[src/rtl/rtncs_pkg.sv]
`timescale 1ns / 1ps
package rtncs_pkg;

  localparam int FACES    = 4;
  localparam int COLS     = FACES + 1;   // matrix columns plus the right-hand side
  localparam int Q_FRAC   = 16;
  localparam int DIV_BITS = 49;          // 33-bit magnitude shifted by Q_FRAC
  localparam int SQRT_BITS = 24;         // root bits of a 47-bit radicand

  localparam logic [2:0] COL_RHS = 3'd4;
  localparam logic [2:0] FC_FULL = 3'd4;

  localparam logic signed [31:0] S32_MAX = 32'sh7fff_ffff;
  localparam logic signed [31:0] S32_MIN = 32'sh8000_0000;

  typedef enum logic [1:0] {
    OP_MUL  = 2'd0,
    OP_DIV  = 2'd1,
    OP_SQRT = 2'd2,
    OP_SUB  = 2'd3
  } alu_op_t;

  typedef struct packed {
    logic    start;
    alu_op_t op;
  } alu_req_t;

  typedef struct packed {
    logic               done;
    logic signed [31:0] result;
  } alu_rsp_t;

endpackage

[src/rtl/rtncs_alu.sv]
`timescale 1ns / 1ps
module rtncs_alu (
  input  logic                    clk,
  input  logic                    rst,
  input  rtncs_pkg::alu_req_t     req,
  input  logic signed [32:0]      opa,
  input  logic signed [31:0]      opb,
  output rtncs_pkg::alu_rsp_t     rsp
);
  import rtncs_pkg::*;

  logic                      busy;
  alu_op_t                   op_q;
  logic [5:0]                cnt;
  logic [DIV_BITS-1:0]       num;
  logic [32:0]               rem;
  logic [DIV_BITS-1:0]       quo;
  logic [31:0]               dmag;
  logic                      neg;
  logic signed [63:0]        prod;
  logic signed [31:0]        result;
  logic                      done;

  logic [32:0]               amag;
  logic [31:0]               bmag;
  logic signed [32:0]        diff;
  logic signed [31:0]        diff_sat;
  logic [32:0]               dtry;
  logic [32:0]               strial;
  logic [32:0]               stry;
  logic signed [63:0]        prod_adj;
  logic signed [47:0]        prod_sh;
  logic signed [31:0]        mul_sat;
  logic signed [31:0]        div_sat;

  always_comb begin
    amag     = opa[32] ? (~opa + 33'd1) : opa;
    bmag     = opb[31] ? (~opb + 32'd1) : opb;
    diff     = {opa[31], opa[31:0]} - {opb[31], opb};
    if (diff > 33'sh0_7fff_ffff) begin
      diff_sat = S32_MAX;
    end else if (diff < -33'sh0_8000_0000) begin
      diff_sat = S32_MIN;
    end else begin
      diff_sat = diff[31:0];
    end
    dtry     = {rem[31:0], num[DIV_BITS-1]};
    strial   = {7'd0, quo[SQRT_BITS-1:0], 2'b01};
    stry     = {rem[30:0], num[47:46]};
    // truncate toward zero
    prod_adj = prod[63] ? (prod + 64'sd65535) : prod;
    prod_sh  = prod_adj[63:Q_FRAC];
    if (prod_sh > 48'sh0000_7fff_ffff) begin
      mul_sat = S32_MAX;
    end else if (prod_sh < -48'sh0000_8000_0000) begin
      mul_sat = S32_MIN;
    end else begin
      mul_sat = prod_sh[31:0];
    end
    if (neg) begin
      div_sat = (quo > {17'd0, 32'h8000_0000}) ? S32_MIN : (~quo[31:0] + 32'd1);
    end else begin
      div_sat = (quo > {17'd0, 32'h7fff_ffff}) ? S32_MAX : quo[31:0];
    end
  end

  always_ff @(posedge clk) begin
    if (rst) begin
      busy <= 1'b0;
      done <= 1'b0;
    end else begin
      done <= 1'b0;
      if (req.start) begin
        op_q <= req.op;
        case (req.op)
          OP_SUB: begin
            result <= diff_sat;
            done   <= 1'b1;
          end
          OP_MUL: begin
            prod <= $signed(opa[31:0]) * opb;
            busy <= 1'b1;
          end
          OP_DIV: begin
            num  <= {amag, {Q_FRAC{1'b0}}};
            dmag <= bmag;
            neg  <= opa[32] ^ opb[31];
            rem  <= '0;
            quo  <= '0;
            cnt  <= 6'(DIV_BITS);
            busy <= 1'b1;
          end
          default: begin
            num  <= {2'b00, opa[30:0], {Q_FRAC{1'b0}}};
            rem  <= '0;
            quo  <= '0;
            cnt  <= 6'(SQRT_BITS);
            busy <= 1'b1;
          end
        endcase
      end else if (busy) begin
        case (op_q)
          OP_MUL: begin
            result <= mul_sat;
            done   <= 1'b1;
            busy   <= 1'b0;
          end
          OP_DIV: begin
            if (cnt != 6'd0) begin
              if (dtry >= {1'b0, dmag}) begin
                rem <= dtry - {1'b0, dmag};
                quo <= {quo[DIV_BITS-2:0], 1'b1};
              end else begin
                rem <= dtry;
                quo <= {quo[DIV_BITS-2:0], 1'b0};
              end
              num <= {num[DIV_BITS-2:0], 1'b0};
              cnt <= cnt - 6'd1;
            end else begin
              result <= div_sat;
              done   <= 1'b1;
              busy   <= 1'b0;
            end
          end
          default: begin
            if (cnt != 6'd0) begin
              if (stry >= strial) begin
                rem <= stry - strial;
                quo <= {quo[DIV_BITS-2:0], 1'b1};
              end else begin
                rem <= stry;
                quo <= {quo[DIV_BITS-2:0], 1'b0};
              end
              num <= {num[DIV_BITS-3:0], 2'b00};
              cnt <= cnt - 6'd1;
            end else begin
              result <= {8'd0, quo[SQRT_BITS-1:0]};
              done   <= 1'b1;
              busy   <= 1'b0;
            end
          end
        endcase
      end
    end
  end

  assign rsp.done   = done;
  assign rsp.result = result;

endmodule

[config.mk]
export PLATFORM = sky130hd
export DESIGN_NAME = rtncs_alu
export DESIGN_NICKNAME = d
export VERILOG_FILES = /design/src/rtl/rtncs_pkg.sv /design/src/rtl/rtncs_alu.sv
export SDC_FILE = /design/constraint.sdc
export NUM_CORES = 2
export LEC_CHECK = 0
export ABC_AREA = 1
export BUFFER_PORTS_ARGS = -buffer_cell sky130_fd_sc_hd__buf_2
export CAP_MARGIN = 0
export CORE_MARGIN = 5
export CORE_UTILIZATION = 60
export CTS_CLUSTER_SIZE = 30
export DETAILED_ROUTE_END_ITERATION = 10
export GPL_TIMING_DRIVEN = 0
export PLACE_DENSITY = 0.8
export REMOVE_ABC_BUFFERS = 1
export SLEW_MARGIN = 10
export SYNTH_ARGS = -nofsm -noshare
export SYNTH_HDL_FRONTEND = slang
export SYNTH_SLANG_ARGS = --single-unit
export TNS_END_PERCENT = 10
[constraint.sdc]
create_clock -name clk -period 8.03 [get_ports clk]
set_input_delay 0.803 -clock clk [delete_from_list [all_inputs] [get_ports clk]]
set_output_delay 0.803 -clock clk [all_outputs]
set_load 0.01 [all_outputs]
==> impl_metrics.toml <==
[placement]
placement.cell_area_mm2 = 0.0603
gp_routability_congestion = 0.994
count_of_port_buffers_added_during_placement = 102
detailedPlace.worstSlack_ns = -1.85
detailedPlacementHpwl_um = 134000

[detailed_routing]
via_per_inst = 5.64
post_drt_antenna_nets = 0
detail_route.first_pass.iterations = 8
wire_per_inst_um = 19.7
drt-total-wl_um = 173000
first_iter_violations = 4782
drc_errors = 0
routed-via-count = 49600

[clock_tree]
cts-htree-levels = 1
cts_buffers = 31
clock_tree.root_cell = "sky130_fd_sc_hd__clkbuf_16"
clkSinkCount = 253
post_cts_hold_buffer_count = 0
tritoncts_clock_tree = "yes"
cts.clk_slew.worst_paths_ns = 0.06
ctsLongestPathBuffers = 3
insertion_delay_ns = 0.61

[grt]
grt_antenna_before_repair = 7
grt_max_degree = 87
vias_in_the_first_global_route = 51900
grt_usage_pct = 33.5
grt.overflow.total = 0
first_pass_grt_wire_length_um = 276000

[critical_path]
endpoint_arrival_time_on_the_critical_path_ns = 8.22
worstReg2RegEnd = "result[15]"
cp_data_required_time_ns = 8.38
critPathCaptureType = "register"
criticalPathCategory = "input pin to register"
r2r_start = "neg"
worst_reg_to_reg_path_cell_count = 5
crit_path_max_fanout = 37
critical_path.startpoint_type = "input pin"
timing.reg2reg.setup_slack_ns = 3.91
worstSetupStartpoint = "opa[17]"
worst_setup_path_endpoint = "prod[59]"

[die]
die_w_um = 324
floorplan.die.height_um = 324
start_util_pct = 60.3
ioPinCount = 103
placeableCoreArea_mm2 = 0.0980
dieArea_mm2 = 0.105
fp-row-count = 115

[synthesis]
synth_top_area_share_pct = 36.7
yosys_warnings = 0
synth_top_cells_by_area = "sky130_fd_sc_hd__fa_1, sky130_fd_sc_hd__inv_1, sky130_fd_sc_hd__edfxtp_1"
asyncSetResetFlopFracSynth_pct = 0
synth_top_area_cell = "sky130_fd_sc_hd__fa_1"
synth_edf_count = 251
synth.yosys.seq_area_share_pct = 12.8
synth.top_cells.by_count = "sky130_fd_sc_hd__inv_1, sky130_fd_sc_hd__nand2_1, sky130_fd_sc_hd__fa_1"
post_synth_instance_area_mm2 = 0.0591
synth_cells = 7648
yosys.cell_count.top_type = "sky130_fd_sc_hd__inv_1"
synth.lib_cells_used.distinct = 66
ys.flop_type = "sky130_fd_sc_hd__edfxtp_1"
synth.avg_cell_area_um2 = 7.72
synth_seq_cells = 253

[sta]
final_worst_slack_ns = 0.153
post_route_worst_hold_slack_ns = 0.435
max_slew_violations = 0
worst_margin_pin_slew_ns = 1.26
setup_viol = 0
clock_skew_ns = 0.0216
timing.final.hold_violations = 0
grt_setup_unrepaired = "yes"
fmax_mhz = 127
maxSlewHeadroom_pct = 15.6
timing.final.crit_period_ns = 7.88
final_min_period_over_clock_period_pct = 98.1

[final_layout]
nFillCells = 8339
proportion_of_layout_cells_with_a_drive_suffix_above_1_pct = 3.73
layout-area-overhead-vs-synth_pct = 4.60
antenna_cells_inserted = 0
design.final.nets = 8945
post-route-cell-area_mm2 = 0.0618
core_utilization_of_the_finished_layout_pct = 63.1

[outcome]
outcome = "finished clean"

[hold_path]
worst_hold_path_type = "input pin to register"

[job]
maxcap_viol_count = 0
## layer usage
metal / vias up / global-route usage (%) / wire [um]
met5: - / 0 / 0
met4: 0 / 13.5 / 8710
met3: 585 / 5.20 / 16900
met2: 2651 / 57.4 / 83500
met1: 24100 / 43.2 / 64100
li1: 22200 / - / -
## metrics by stage
stage | TNS [ns] | instances
6_report | 0 | 8788
4_1_cts | 0 | 8781
3_3_place_gp | -970.83 | 8700
2_1_floorplan | 0 | 7311
5_1_grt | -0.246 | 8788
3_5_place_dp | -36.06 | 8720
## worst min-delay path by stage
stage | endpoint | startpoint | depth (start not counted)
3_3_place_gp | busy | busy | 2
5_1_grt | op_q[1] | req[1] | 1
4_1_cts | op_q[1] | req[1] | 1
2_1_floorplan | busy | busy | 2
3_5_place_dp | busy | busy | 2
6_report | op_q[1] | req[1] | 1
## cells by family (layout without fill, tap and decap cells)
group / Yosys count / count (layout) / share of synthesized area (%)
DFF: 253 / 253 / 12.8
muxes: 1 / 1 / 0.0169
buffers and inverters: 2387 / 2240 / 15.3
AOI/OAI and AO/OA: 672 / 672 / 6.43
and+or+nand+nor: 2709 / 2709 / 18.6
adders and majority gates: 1399 / 1399 / 43.4
xor gates and xnor gates: 227 / 227 / 3.37
## what timing repair did
action | CTS | global route
gates resized for setup | 85 | 72
buffers inserted | 3 | 7
gates cloned | 0 | 0
pin swaps | 1 | 3
endpoints found under the setup margin | 30 | 24
## cells in the final DEF (no fill, tap or decap), types with 8 or more instances in the layout
master,n
sky130_fd_sc_hd__fa_1,1078
sky130_fd_sc_hd__o22ai_1,11
sky130_fd_sc_hd__o21bai_1,14
sky130_fd_sc_hd__o21ai_1,14
sky130_fd_sc_hd__nand2_1,1767
sky130_fd_sc_hd__o21a_1,20
sky130_fd_sc_hd__nand4_1,73
sky130_fd_sc_hd__nor4_1,25
sky130_fd_sc_hd__clkbuf_1,9
sky130_fd_sc_hd__a21o_1,21
sky130_fd_sc_hd__clkbuf_16,31
sky130_fd_sc_hd__edfxtp_1,251
sky130_fd_sc_hd__buf_6,36
sky130_fd_sc_hd__o32ai_1,8
sky130_fd_sc_hd__nor2_4,10
sky130_fd_sc_hd__xor2_1,161
sky130_fd_sc_hd__a31oi_1,47
sky130_fd_sc_hd__clkinv_1,8
sky130_fd_sc_hd__nor3_1,67
sky130_fd_sc_hd__nand3b_1,9
sky130_fd_sc_hd__o211ai_1,11
sky130_fd_sc_hd__or2_2,11
sky130_fd_sc_hd__nand3_1,167
sky130_fd_sc_hd__nand2_2,13
sky130_fd_sc_hd__a21oi_1,254
sky130_fd_sc_hd__inv_1,2032
sky130_fd_sc_hd__clkinv_2,9
sky130_fd_sc_hd__buf_4,29
sky130_fd_sc_hd__o21ai_0,220
sky130_fd_sc_hd__nor2_2,12
sky130_fd_sc_hd__buf_12,10
sky130_fd_sc_hd__nor2_1,526
sky130_fd_sc_hd__nor3_2,8
sky130_fd_sc_hd__buf_2,37
sky130_fd_sc_hd__xnor2_1,66
sky130_fd_sc_hd__ha_1,315
## sequential cells by signal, indices dropped and copies added (netlist names), 2 cells and up
name,cells
cnt,6
dmag,32
num,33
op_q,2
prod,64
quo,49
rem,32
result,32
## worst max-delay path: stages
cell,delay [ns]
sky130_fd_sc_hd__clkbuf_8,0.39
sky130_fd_sc_hd__nand2_1,0.14
sky130_fd_sc_hd__fa_1,0.55
sky130_fd_sc_hd__inv_1,0.05
sky130_fd_sc_hd__fa_1,0.53
sky130_fd_sc_hd__inv_1,0.05
sky130_fd_sc_hd__fa_1,0.51
sky130_fd_sc_hd__fa_1,0.50
sky130_fd_sc_hd__inv_1,0.05
sky130_fd_sc_hd__fa_1,0.52
sky130_fd_sc_hd__fa_1,0.44
sky130_fd_sc_hd__fa_1,0.54
sky130_fd_sc_hd__inv_1,0.06
sky130_fd_sc_hd__fa_1,0.54
sky130_fd_sc_hd__inv_1,0.05
sky130_fd_sc_hd__ha_1,0.38
sky130_fd_sc_hd__nand2_1,0.20
sky130_fd_sc_hd__nor2_1,0.22
sky130_fd_sc_hd__nand2_1,0.09
sky130_fd_sc_hd__o211ai_1,0.47
sky130_fd_sc_hd__a21oi_1,0.24
sky130_fd_sc_hd__o21ai_1,0.32
sky130_fd_sc_hd__nand2_1,0.09
sky130_fd_sc_hd__nand2_1,0.15
sky130_fd_sc_hd__inv_1,0.07
sky130_fd_sc_hd__o211ai_1,0.16
sky130_fd_sc_hd__nand2_1,0.06
## layout make-up
cell class              instances  area (um2)  share of cell area (%)
multi-input cells            5008       42600                    68.9
inverters                    2050        7710                    12.5
flip-flops and latches        253        7580                    12.3
well taps                    1287        1610                    2.61
repair buffers                132        1370                    2.21
clock buffers                  40         810                    1.31
clock inverters                18         126                   0.205
Power is not shown: default switching activity piles up to over one toggle a cycle in this logic, so the estimate is an artifact.
